### config.mk
export PLATFORM = sky130hd
export DESIGN_NAME = aes_ctrl
export DESIGN_NICKNAME = d
export VERILOG_FILES = /design/src/rtl/core/aes_pkg.sv /design/src/rtl/core/aes_ctrl.sv
export SDC_FILE = /design/constraint.sdc
export NUM_CORES = 1
export LEC_CHECK = 0
export BUFFER_PORTS_ARGS = -buffer_cell sky130_fd_sc_hd__buf_2
export CAP_MARGIN = 5
export CORE_AREA = 2 2 39 41
export CTS_CLUSTER_DIAMETER = 200
export CTS_CLUSTER_SIZE = 10
export DETAILED_ROUTE_END_ITERATION = 10
export DIE_AREA = 0 0 41 43
export PLACE_DENSITY_LB_ADDON = 0.12
export SYNTH_ARGS = -nofsm -noshare
export SYNTH_HDL_FRONTEND = slang
export SYNTH_SLANG_ARGS = --single-unit
### constraint.sdc
create_clock -name clk_i -period 1.5 [get_ports clk_i]
set_input_delay 0.075 -clock clk_i [delete_from_list [all_inputs] [get_ports clk_i]]
set_output_delay 0.075 -clock clk_i [all_outputs]
set_load 0.05 [all_outputs]
### src/rtl/core/aes_pkg.sv
`timescale 1ns / 1ps
`default_nettype none
// ----------------------------------------------------------------------------
// AES package
// Types, constants and byte functions shared by the AES core modules.
// ----------------------------------------------------------------------------
package aes_pkg;

  localparam int MaxRoundsDefault = 14;
  localparam int Columns          = 4;
  localparam int CfgIdxW          = 3;
  localparam int CfgDataW         = 64;

  typedef enum logic [CfgIdxW-1:0] {
    REG_KEY_MODE = 3'd0,
    REG_KEY_0_7  = 3'd1,
    REG_KEY_8_15 = 3'd2,
    REG_KEY_16_23 = 3'd3,
    REG_KEY_24_31 = 3'd4
  } cfg_reg_e;

  typedef enum logic [1:0] {
    KEY_128 = 2'd0,
    KEY_192 = 2'd1,
    KEY_256 = 2'd2
  } key_mode_e;

  typedef enum logic {
    OP_ENCRYPT = 1'b0,
    OP_DECRYPT = 1'b1
  } op_e;

  typedef enum logic [2:0] {
    ST_IDLE,
    ST_EXP_LOAD,
    ST_EXP_RUN,
    ST_INIT,
    ST_ROUND,
    ST_DONE
  } ctrl_state_e;

  typedef struct packed {
    logic        op;
    logic [63:0] block_high;
    logic [63:0] block_low;
  } in_item_t;

  typedef struct packed {
    logic [63:0] result_high;
    logic [63:0] result_low;
  } out_item_t;

  typedef struct packed {
    logic exp_load;
    logic exp_step;
    logic blk_load;
    logic blk_init;
    logic blk_round;
    logic blk_last;
    logic out_valid;
  } dp_cmd_t;

  typedef struct packed {
    logic exp_done;
    logic rd_ready;
  } dp_status_t;

  localparam logic [7:0] Sbox [256] = '{
    8'h63,8'h7c,8'h77,8'h7b,8'hf2,8'h6b,8'h6f,8'hc5,8'h30,8'h01,8'h67,8'h2b,8'hfe,8'hd7,8'hab,8'h76,
    8'hca,8'h82,8'hc9,8'h7d,8'hfa,8'h59,8'h47,8'hf0,8'had,8'hd4,8'ha2,8'haf,8'h9c,8'ha4,8'h72,8'hc0,
    8'hb7,8'hfd,8'h93,8'h26,8'h36,8'h3f,8'hf7,8'hcc,8'h34,8'ha5,8'he5,8'hf1,8'h71,8'hd8,8'h31,8'h15,
    8'h04,8'hc7,8'h23,8'hc3,8'h18,8'h96,8'h05,8'h9a,8'h07,8'h12,8'h80,8'he2,8'heb,8'h27,8'hb2,8'h75,
    8'h09,8'h83,8'h2c,8'h1a,8'h1b,8'h6e,8'h5a,8'ha0,8'h52,8'h3b,8'hd6,8'hb3,8'h29,8'he3,8'h2f,8'h84,
    8'h53,8'hd1,8'h00,8'hed,8'h20,8'hfc,8'hb1,8'h5b,8'h6a,8'hcb,8'hbe,8'h39,8'h4a,8'h4c,8'h58,8'hcf,
    8'hd0,8'hef,8'haa,8'hfb,8'h43,8'h4d,8'h33,8'h85,8'h45,8'hf9,8'h02,8'h7f,8'h50,8'h3c,8'h9f,8'ha8,
    8'h51,8'ha3,8'h40,8'h8f,8'h92,8'h9d,8'h38,8'hf5,8'hbc,8'hb6,8'hda,8'h21,8'h10,8'hff,8'hf3,8'hd2,
    8'hcd,8'h0c,8'h13,8'hec,8'h5f,8'h97,8'h44,8'h17,8'hc4,8'ha7,8'h7e,8'h3d,8'h64,8'h5d,8'h19,8'h73,
    8'h60,8'h81,8'h4f,8'hdc,8'h22,8'h2a,8'h90,8'h88,8'h46,8'hee,8'hb8,8'h14,8'hde,8'h5e,8'h0b,8'hdb,
    8'he0,8'h32,8'h3a,8'h0a,8'h49,8'h06,8'h24,8'h5c,8'hc2,8'hd3,8'hac,8'h62,8'h91,8'h95,8'he4,8'h79,
    8'he7,8'hc8,8'h37,8'h6d,8'h8d,8'hd5,8'h4e,8'ha9,8'h6c,8'h56,8'hf4,8'hea,8'h65,8'h7a,8'hae,8'h08,
    8'hba,8'h78,8'h25,8'h2e,8'h1c,8'ha6,8'hb4,8'hc6,8'he8,8'hdd,8'h74,8'h1f,8'h4b,8'hbd,8'h8b,8'h8a,
    8'h70,8'h3e,8'hb5,8'h66,8'h48,8'h03,8'hf6,8'h0e,8'h61,8'h35,8'h57,8'hb9,8'h86,8'hc1,8'h1d,8'h9e,
    8'he1,8'hf8,8'h98,8'h11,8'h69,8'hd9,8'h8e,8'h94,8'h9b,8'h1e,8'h87,8'he9,8'hce,8'h55,8'h28,8'hdf,
    8'h8c,8'ha1,8'h89,8'h0d,8'hbf,8'he6,8'h42,8'h68,8'h41,8'h99,8'h2d,8'h0f,8'hb0,8'h54,8'hbb,8'h16
  };

  localparam logic [7:0] InvSbox [256] = '{
    8'h52,8'h09,8'h6a,8'hd5,8'h30,8'h36,8'ha5,8'h38,8'hbf,8'h40,8'ha3,8'h9e,8'h81,8'hf3,8'hd7,8'hfb,
    8'h7c,8'he3,8'h39,8'h82,8'h9b,8'h2f,8'hff,8'h87,8'h34,8'h8e,8'h43,8'h44,8'hc4,8'hde,8'he9,8'hcb,
    8'h54,8'h7b,8'h94,8'h32,8'ha6,8'hc2,8'h23,8'h3d,8'hee,8'h4c,8'h95,8'h0b,8'h42,8'hfa,8'hc3,8'h4e,
    8'h08,8'h2e,8'ha1,8'h66,8'h28,8'hd9,8'h24,8'hb2,8'h76,8'h5b,8'ha2,8'h49,8'h6d,8'h8b,8'hd1,8'h25,
    8'h72,8'hf8,8'hf6,8'h64,8'h86,8'h68,8'h98,8'h16,8'hd4,8'ha4,8'h5c,8'hcc,8'h5d,8'h65,8'hb6,8'h92,
    8'h6c,8'h70,8'h48,8'h50,8'hfd,8'hed,8'hb9,8'hda,8'h5e,8'h15,8'h46,8'h57,8'ha7,8'h8d,8'h9d,8'h84,
    8'h90,8'hd8,8'hab,8'h00,8'h8c,8'hbc,8'hd3,8'h0a,8'hf7,8'he4,8'h58,8'h05,8'hb8,8'hb3,8'h45,8'h06,
    8'hd0,8'h2c,8'h1e,8'h8f,8'hca,8'h3f,8'h0f,8'h02,8'hc1,8'haf,8'hbd,8'h03,8'h01,8'h13,8'h8a,8'h6b,
    8'h3a,8'h91,8'h11,8'h41,8'h4f,8'h67,8'hdc,8'hea,8'h97,8'hf2,8'hcf,8'hce,8'hf0,8'hb4,8'he6,8'h73,
    8'h96,8'hac,8'h74,8'h22,8'he7,8'had,8'h35,8'h85,8'he2,8'hf9,8'h37,8'he8,8'h1c,8'h75,8'hdf,8'h6e,
    8'h47,8'hf1,8'h1a,8'h71,8'h1d,8'h29,8'hc5,8'h89,8'h6f,8'hb7,8'h62,8'h0e,8'haa,8'h18,8'hbe,8'h1b,
    8'hfc,8'h56,8'h3e,8'h4b,8'hc6,8'hd2,8'h79,8'h20,8'h9a,8'hdb,8'hc0,8'hfe,8'h78,8'hcd,8'h5a,8'hf4,
    8'h1f,8'hdd,8'ha8,8'h33,8'h88,8'h07,8'hc7,8'h31,8'hb1,8'h12,8'h10,8'h59,8'h27,8'h80,8'hec,8'h5f,
    8'h60,8'h51,8'h7f,8'ha9,8'h19,8'hb5,8'h4a,8'h0d,8'h2d,8'he5,8'h7a,8'h9f,8'h93,8'hc9,8'h9c,8'hef,
    8'ha0,8'he0,8'h3b,8'h4d,8'hae,8'h2a,8'hf5,8'hb0,8'hc8,8'heb,8'hbb,8'h3c,8'h83,8'h53,8'h99,8'h61,
    8'h17,8'h2b,8'h04,8'h7e,8'hba,8'h77,8'hd6,8'h26,8'he1,8'h69,8'h14,8'h63,8'h55,8'h21,8'h0c,8'h7d
  };

  function automatic logic [7:0] xtime(input logic [7:0] b);
    return {b[6:0], 1'b0} ^ (b[7] ? 8'h1b : 8'h00);
  endfunction

  function automatic logic [31:0] sub_word(input logic [31:0] w);
    return {Sbox[w[31:24]], Sbox[w[23:16]], Sbox[w[15:8]], Sbox[w[7:0]]};
  endfunction

endpackage
`default_nettype wire

### src/rtl/core/aes_ctrl.sv
`timescale 1ns / 1ps
`default_nettype none
// ----------------------------------------------------------------------------
// AES controller
// Sequences key expansion and the rounds of one item.
// ----------------------------------------------------------------------------
module aes_ctrl
  import aes_pkg::*;
#(
  parameter int MaxRounds = MaxRoundsDefault
) (
  input  wire logic       clk_i,
  input  wire logic       rst_ni,
  input  wire logic       start_i,
  input  wire logic       cfg_we_i,
  input  wire logic [3:0] nr_i,
  input  wire dp_status_t status_i,
  output dp_cmd_t         cmd_o,
  output logic            busy_o
);

  ctrl_state_e state_q, state_d;
  logic        keys_ready_q, keys_ready_d;
  logic [3:0]  rnd_q, rnd_d;

  always_ff @(posedge clk_i or negedge rst_ni) begin
    if (!rst_ni) begin
      state_q      <= ST_IDLE;
      keys_ready_q <= 1'b0;
      rnd_q        <= '0;
    end else begin
      state_q      <= state_d;
      keys_ready_q <= keys_ready_d;
      rnd_q        <= rnd_d;
    end
  end

  always_comb begin
    state_d      = state_q;
    keys_ready_d = keys_ready_q;
    rnd_d        = rnd_q;
    cmd_o        = '0;
    busy_o       = (state_q != ST_IDLE);
    case (state_q)
      ST_IDLE: begin
        if (start_i) begin
          cmd_o.blk_load = 1'b1;
          if (keys_ready_q) begin
            state_d = ST_INIT;
          end else begin
            state_d = ST_EXP_LOAD;
          end
        end
      end
      ST_EXP_LOAD: begin
        cmd_o.exp_load = 1'b1;
        state_d        = ST_EXP_RUN;
      end
      ST_EXP_RUN: begin
        if (status_i.exp_done) begin
          keys_ready_d = 1'b1;
          state_d      = ST_INIT;
        end else begin
          cmd_o.exp_step = 1'b1;
        end
      end
      ST_INIT: begin
        if (status_i.rd_ready) begin
          cmd_o.blk_init = 1'b1;
          rnd_d          = 4'd1;
          state_d        = ST_ROUND;
        end
      end
      ST_ROUND: begin
        cmd_o.blk_round = 1'b1;
        cmd_o.blk_last  = (rnd_q == nr_i);
        rnd_d           = rnd_q + 4'd1;
        if (rnd_q == nr_i) begin
          state_d = ST_DONE;
        end
      end
      ST_DONE: begin
        cmd_o.out_valid = 1'b1;
        state_d         = ST_IDLE;
      end
      default: begin
        state_d = ST_IDLE;
      end
    endcase
    if (cfg_we_i) begin
      keys_ready_d = 1'b0;
    end
  end

  assert property (@(posedge clk_i) disable iff (!rst_ni)
    (state_q == ST_ROUND) |-> (rnd_q >= 4'd1 && rnd_q <= 4'(MaxRounds)))
    else $error("Round counter out of range.");
  assert property (@(posedge clk_i) disable iff (!rst_ni)
    cmd_o.out_valid |=> (state_q == ST_IDLE))
    else $error("Controller did not return to idle after a result.");
  assert property (@(posedge clk_i) disable iff (!rst_ni)
    (state_q == ST_EXP_RUN && status_i.exp_done) |=> keys_ready_q || $past(cfg_we_i))
    else $error("Key expansion finished without marking keys ready.");

endmodule
`default_nettype wire

==> impl_results.md, run 1 <==
* Status: complete, no violations
* CTS Buf Count at 3
* Post-DR wirelength/cell at 11.38 um
* Syn Nets at 60
* Ant. Diodes at 0
* Slowest-stage cell, CP: dfrtp_2
* CP endpoint: cmd_o[3]
* Area after DPL at ~570 um^2
* Grt total ovfl at 0
* Worst slew pin tran at ~0.25 ns
* Root Driver: clkbuf_4
* Top cell type's share of synthesized area at between 40% and 50%
* Std cell rows at 14
* Final instance area at 683.2 um^2
* Register area at a little over 200 um^2
* GPL Wtd Cong at 0.6450
* Mapped Avg Cell Area at approximately 9.6 um^2
* End of the worst register-to-register path: rnd_q[3]
* Worst EP arrival at 1.35 ns
* Largest stage delay, worst path at approximately 0.46 ns
* Worst-skew pair later-pin latency at approximately 0.25 ns
* Global-route wire length before repair at about 1500 um
* Power Density at roughly 1900 nW/um^2
* Synth area leader: dfrtp_1
* Area growth from synthesis to layout at 45.60%
* Post-synth EDFFs at 0
* Setup Crit Path Kind: reg -> out
* Port-buffer cells at 17
* Gr usage total at about an eighth
* Max H-tree Level at 1
* Post-Syn Area at around 470 um^2
* WL final at slightly above 1000 um
* Max Slew Vio Count at 0
* Synth warnings at 0
* Die Ht at 43 um
* Maximum VDD drop at 633.1 uV
* Final Cycle Share at 94.82%
* Hold Fails Final Rpt at 0
* Most frequent cells after synthesis: dfrtp_1, nor2_1, xnor2_1
* DP Wirelength at approximately 740 um
* Worst-path cell chain: and4b_4 -> buf_2
* CP startpoint kind: flop
* Clk pin slew, worst setup/hold paths at 0.05 ns
* Nets at 87
* Initial antenna violation count at 0
* Initial DRC Count at 0
* CP max FO at 9
* Period minus WS final at 1.422 ns
* Worst r2r src: state_q[0]
* Cells taking the most area after synthesis: dfrtp_1, xnor2_1, nor2_1, nand2_1, a22o_1
* Asr flop ratio synth at 100.0%
* IO Count at 18
* DIE AREA at 1763 um^2
* Lkg Pwr at about 0.34 nW
* # fillers at 140
* CTS sink cnt at 8
* Hold slack final at around 0.069 ns
* Seq/Total Area, Yosys at 42.67%
* Vias at 439
* Effective utilization at floorplan at 33.91%
* Remaining DRCs at 0
* Seq cells post-synth at 8
* Count of cell types in the netlist at 25
* Required time of the critical path at 1.42 ns
* Worst min-delay path class: in -> reg
* Vias per cell at approximately 5
* Synth Instances at between 40 and 50
* R2R Setup Slk at ~0.19 ns
* CTS tree: done
* Most numerous cell in the Yosys netlist: dfrtp_1
* Final ANT Viol Nets at 0
* Critical path capture point type: primary output
* Peak Freq at ~700 MHz
* CTS Buffer Depth at 2
* Setup crit start: state_q[2]
* Largest net degree at the start of global routing at 12
* Max Cap Viol at 0
* Synth Flop Type: dfrtp_1
* Multi-input logic area at approximately 270 um^2
* Slew headroom at 83.52%
* Final count of negative-setup-slack endpoints at 0
* RSZ-0062 raised after global routing: no
* DIE WIDTH at between 40 and 50 um
* Reg2reg path depth at 6
* Vias in the first global route at 347
* Clock skew at 0.003591 ns
* Share of cells above drive strength 1 at between 40% and 50%
* Core area at 1384 um^2
* DRT Pass-1 Iters at 1
==> layer usage <==
layer  global-route usage (%)  routed length [um]  vias up
met2                    16.25                 465       12
li1                         -                   -      224
met3                    3.141                  54        0
met1                    18.46                 503      203
met5                        0                   0        -
met4                    8.000                   0        0
==> cells by family (layout without fill, tap and decap cells) <==
kind of cell             Yosys count  count (layout)  synth area share (%)
adder cells (fa/ha/maj)            1               1                 2.666
XOR/XNOR                           6               6                 11.20
AO/OA/AOI/OAI                      8               8                 13.34
flip-flops                         8               8                 42.67
AND/OR/NAND/NOR                   21              21                 25.07
buffers and inverters              5              30                 5.066
==> cell usage in the layout, fill, tap and decap left out <==
master / instances
or3_1: 1
buf_6: 2
nand2_1: 5
and4b_4: 1
nor3b_2: 1
buf_4: 4
a211oi_1: 1
o32ai_1: 1
clkbuf_4: 3
xnor2_1: 5
and3b_1: 1
dlygate4sd3_1: 2
nor3_1: 1
dfrtp_2: 3
inv_2: 1
xnor2_2: 1
a31oi_1: 1
nor2_2: 2
a21oi_1: 1
dlymetal6s2s_1: 1
clkbuf_2: 1
a311oi_1: 1
ha_1: 1
nor2_1: 5
or2_0: 1
and4bb_1: 1
nand3_1: 1
nor3_2: 1
a32oi_1: 1
a22o_1: 2
inv_1: 2
buf_2: 14
dfrtp_1: 5
==> sequential cells by signal, summed over array words and instances (netlist names) <==
signal,cells
keys_ready_q,1
state_q,3
rnd_q,4
==> worst min path at each step <==
stage                      from           end  slack [ns]  cells past startpoint
finish              status_i[0]    state_q[1]        0.07                      2
global route        status_i[0]    state_q[1]        0.06                      2
CTS                 status_i[0]    state_q[1]        0.06                      2
detailed placement       rst_ni    state_q[1]       -0.07                      1
global placement         rst_ni    state_q[0]       -0.07                      1
floorplan                rst_ni  keys_ready_q       -0.22                      0
==> worst max-delay path, delay by kind of cell, from the launching register on <==
family                 cells  cell delay, ns
flip-flops                 1            0.46
AND/OR/NAND/NOR            1            0.38
buffers and inverters      1            0.27
==> power by group <==
group | internal [mW] | switching [mW]
combinational | 0.290 | 0.424
clock | 0.0911 | 0.0661
sequential | 0.304 | 0.114
==> stage by stage <==
step                      setup TNS, ns  total power [mW]  setup WS, ns  cells  utilization, %
after floorplan                 -0.2065            0.9276       -0.2065     49               -
after global placement                0             1.036        0.1759     80           41.50
after detailed placement              0             1.036        0.1837     80           41.50
after CTS                             0             1.219      0.001097     85           45.30
after global routing                  0             1.390     0.0001570     90           49.37
final                                 0             1.289       0.07771     90           49.37
==> timing repair <==
action | in CTS | in global routing
buffers inserted | 0 | 5
hold buffers | 2 | 0
endpoints found under the hold margin | 9 | 0
gates resized for setup | 5 | 4
setup endpoints to repair | 3 | 4
pin swaps | 0 | 1
==> area by class of cell <==
| class | count | area share (%) |
|---|---|---|
| Inverter | 3 | 1.648 |
| Clock buffer | 3 | 3.297 |
| Multi-Input combinational cell | 36 | 38.83 |
| Timing Repair Buffer | 24 | 23.44 |
| Tap cell | 16 | 2.930 |
| Sequential cell | 8 | 29.85 |
No activity file was read; power rests on OpenSTA's default activity.
==> run 2: changes to the inputs <==
--- a/constraint.sdc
+++ b/constraint.sdc
@@ -3,2 +3,2 @@
 set_output_delay 0.075 -clock clk_i [all_outputs]
-set_load 0.05 [all_outputs]
+set_load 0.01 [all_outputs]
==> run 2 against run 1 <==
Worst setup slack gained 0.033 ns. Clock skew grew 0.0018 ns. Largest cell class unchanged. Routed wire length grew 0.39%. Core utilization shrank 4.4 points. Maximum frequency grew 2.4%. Via count is the same. Power shrank 18%. First-iteration DRC count grew 6. Design area shrank 9.0%. Hold slack lost 0.0029 ns. Non-clock buffer count shrank 3.
==> impl_results.md, run 2 (synthesized netlist as in run 1, its figures left out) <==
* Status: complete, no violations
* Effective utilization at floorplan at 33.91% (unchanged)
* Ant. Diodes at 0 (unchanged)
* WL final at 1028 um (+0.39%)
* Worst r2r src: state_q[0]
* Worst hold start: status_i[0]
* Largest register by flop count: rnd_q
* Max Cap Viol at 0 (unchanged)
* Lkg Pwr at 0.3093 nW (-8.3%)
* Vias in the first global route at 433 (+25%)
* Most frequent cells in the layout: buf_2, nor2_1, xnor2_1, dfrtp_1, nand2_1
* Global-route wire length before repair at 1711 um (+14%)
* Commonest non-fill, non-tap cell in the layout: buf_2
* M1 WL at 475 um (-5.6%)
* GPL Wtd Cong at 0.7060 (+9.5%)
* CTS tree: done
* DIE AREA at 1763 um^2 (unchanged)
* Reg2reg path depth at 4 (-2)
* Internal Power at 0.6422 mW (-6.3%)
* Grt total ovfl at 0 (unchanged)
* DRT Pass-1 Iters at 3 (+2)
* Final Cycle Share at 92.60% (-2.2 points)
* Setup crit start: state_q[1]
* Clock skew at 0.005440 ns (+0.001849 ns)
* Remaining DRCs at 0 (unchanged)
* Worst EP arrival at 1.31 ns (-0.04 ns)
* Vias per cell at 5.046 (+3.4%)
* Initial DRC Count at 6 (+6)
* CTS sink cnt at 8 (unchanged)
* Initial antenna violation count at 0 (unchanged)
* Largest net degree at the start of global routing at 12 (unchanged)
* Max H-tree Level at 1 (unchanged)
* Final Non-Filler Cells at 87 (-3.3%)
* Maximum VDD drop at 613.7 uV (-3.1%)
* CP max FO at 9 (unchanged)
* Peak Freq at 720.0 MHz (+2.4%)
* RSZ-0062 raised after global routing: no
* Register area at 202.7 um^2 (-0.61%)
* Clock Power Share at 15.5% (+3.3 points)
* End of the worst register-to-register path: state_q[0]
* Worst-skew pair later-pin latency at 0.25 ns (about the same)
* Largest register FFs at 4 (unchanged)
* Std cell rows at 14 (unchanged)
* Setup Crit Path Kind: reg -> out
* Share of cells above drive strength 1 at 38.03% (-7.9 points)
* Root Driver: clkbuf_4
* Hold EP: state_q[1]
* Wire length on met3 at 46 um (-15%)
* Core area at 1384 um^2 (unchanged)
* Area growth from synthesis to layout at 32.53%
* CTS Buf Count at 3 (unchanged)
* Slew headroom at 83.61% (+0.089 points)
* Die Ht at 43 um (unchanged)
* Switching share of power at 39.09% (-7.7 points)
* # fillers at 142 (+1.4%)
* Vias at 439 (unchanged)
* R2R Setup Slk at 0.26 ns (+0.07 ns)
* Worst min-delay path class: in -> reg
* CTS Buffer Depth at 2 (unchanged)
* Routed wl met2 at 501 um (+7.7%)
* DIE WIDTH at 41 um (unchanged)
* Final Util at 44.94% (-4.4 points)
* Largest regs: rnd_q x4, state_q x3, keys_ready_q x1
* CP startpoint kind: flop
* Final count of negative-setup-slack endpoints at 0 (unchanged)
* Nets at 84 (-3.4%)
* IO Count at 18 (unchanged)
* Multi-input logic area at 245.2 um^2 (-7.5%)
* Placed Cells at 80 (unchanged)
* Final ANT Viol Nets at 0 (unchanged)
* Top Layer Used: met4
* Hold Fails Final Rpt at 0 (unchanged)
* Period minus WS final at 1.389 ns (-0.03332 ns)
* Required time of the critical path at 1.42 ns (about the same)
* Clk pin slew, worst setup/hold paths at 0.05 ns (about the same)
* DP Wirelength at 744.3 um (+0.69%)
* Hold depth at 2 (unchanged)
* Worst slew pin tran at 0.2459 ns (-0.003052 ns)
* Setup TNS at 0 ns (unchanged)
* Combinational share of power at 44.2% (-11 points)
* Critical path capture point type: primary output
* Power Density at 1695 nW/um^2 (-10%)
* Gr usage total at 14.33% (+1.6 points)
* Switching power at 0.4121 mW (-32%)
* Port-buffer cells at 17 (unchanged)
* Register share of total power at 40.2% (+7.8 points)
* Max Slew Vio Count at 0 (unchanged)
* Post-DR wirelength/cell at 11.82 um (+3.9%)
-- run 2: power groups by stage --
| stage | sequential, mW | combinational [mW] | clock (mW) |
|---|---|---|---|
| 6_report | 0.424 | 0.466 | 0.164 |
| 4_1_cts | 0.431 | 0.418 | 0.172 |
| 2_1_floorplan | 0.362 | 0.371 | 0 |
| 5_1_grt | 0.444 | 0.527 | 0.185 |
| 3_5_place_dp | 0.435 | 0.412 | 0 |
| 3_3_place_gp | 0.435 | 0.410 | 0 |
-- run 2: per-stage QoR --
stage / worst slack [ns] / cell area [um^2] / hold WS, ns / power (mW)
floorplan: 0.2978 / 469.2 / -0.2206 / 0.7329
global placement: 0.2548 / 561.8 / -0.07059 / 0.8453
detailed placement: 0.2185 / 561.8 / -0.06867 / 0.8473
CTS: 0.03180 / 604.3 / 0.05801 / 1.021
global route: 0.002616 / 621.8 / 0.07244 / 1.156
finish: 0.1110 / 621.8 / 0.06588 / 1.054
-- run 2: timing repair --
| action | in CTS | in global routing |
|---|---|---|
| setup buffers | 0 | 2 |
| hold buffers | 2 | 0 |
| endpoints found under the hold margin | 9 | 0 |
| resized for setup | 0 | 2 |
| endpoints found under the setup margin | 0 | 2 |
-- run 2: worst max-delay path by stage --
stage | end | cells after the start | slack, ns
after floorplan | cmd_o[4] | 3 | 0.30
after CTS | cmd_o[1] | 4 | 0.03
after detailed placement | rnd_q[3] | 5 | 0.22
after global routing | cmd_o[1] | 4 | 0.003
final | cmd_o[1] | 4 | 0.11
after global placement | rnd_q[3] | 5 | 0.25
-- run 2: layout make-up --
| cell class | count | share of cell area [%] |
|---|---|---|
| clock buffer | 3 | 3.622 |
| multi-input combinational | 36 | 39.44 |
| timing repair buffer | 21 | 19.32 |
| tap | 16 | 3.219 |
| sequential | 8 | 32.60 |
| inverter | 3 | 1.811 |
-- run 2: worst max-delay path: stages (launching register included) --
cell and delay, ns:
dfrtp_2 0.45, nor2_1 0.15, nand2_1 0.11, nor3_1 0.20, buf_2 0.15
-- run 2: per-layer routing --
metal / global-route usage [%] / vias up
met5: 0 / -
met4: 10.00 / 0
met3: 1.571 / 2
met2: 21.56 / 10
met1: 18.06 / 207
li1: - / 220
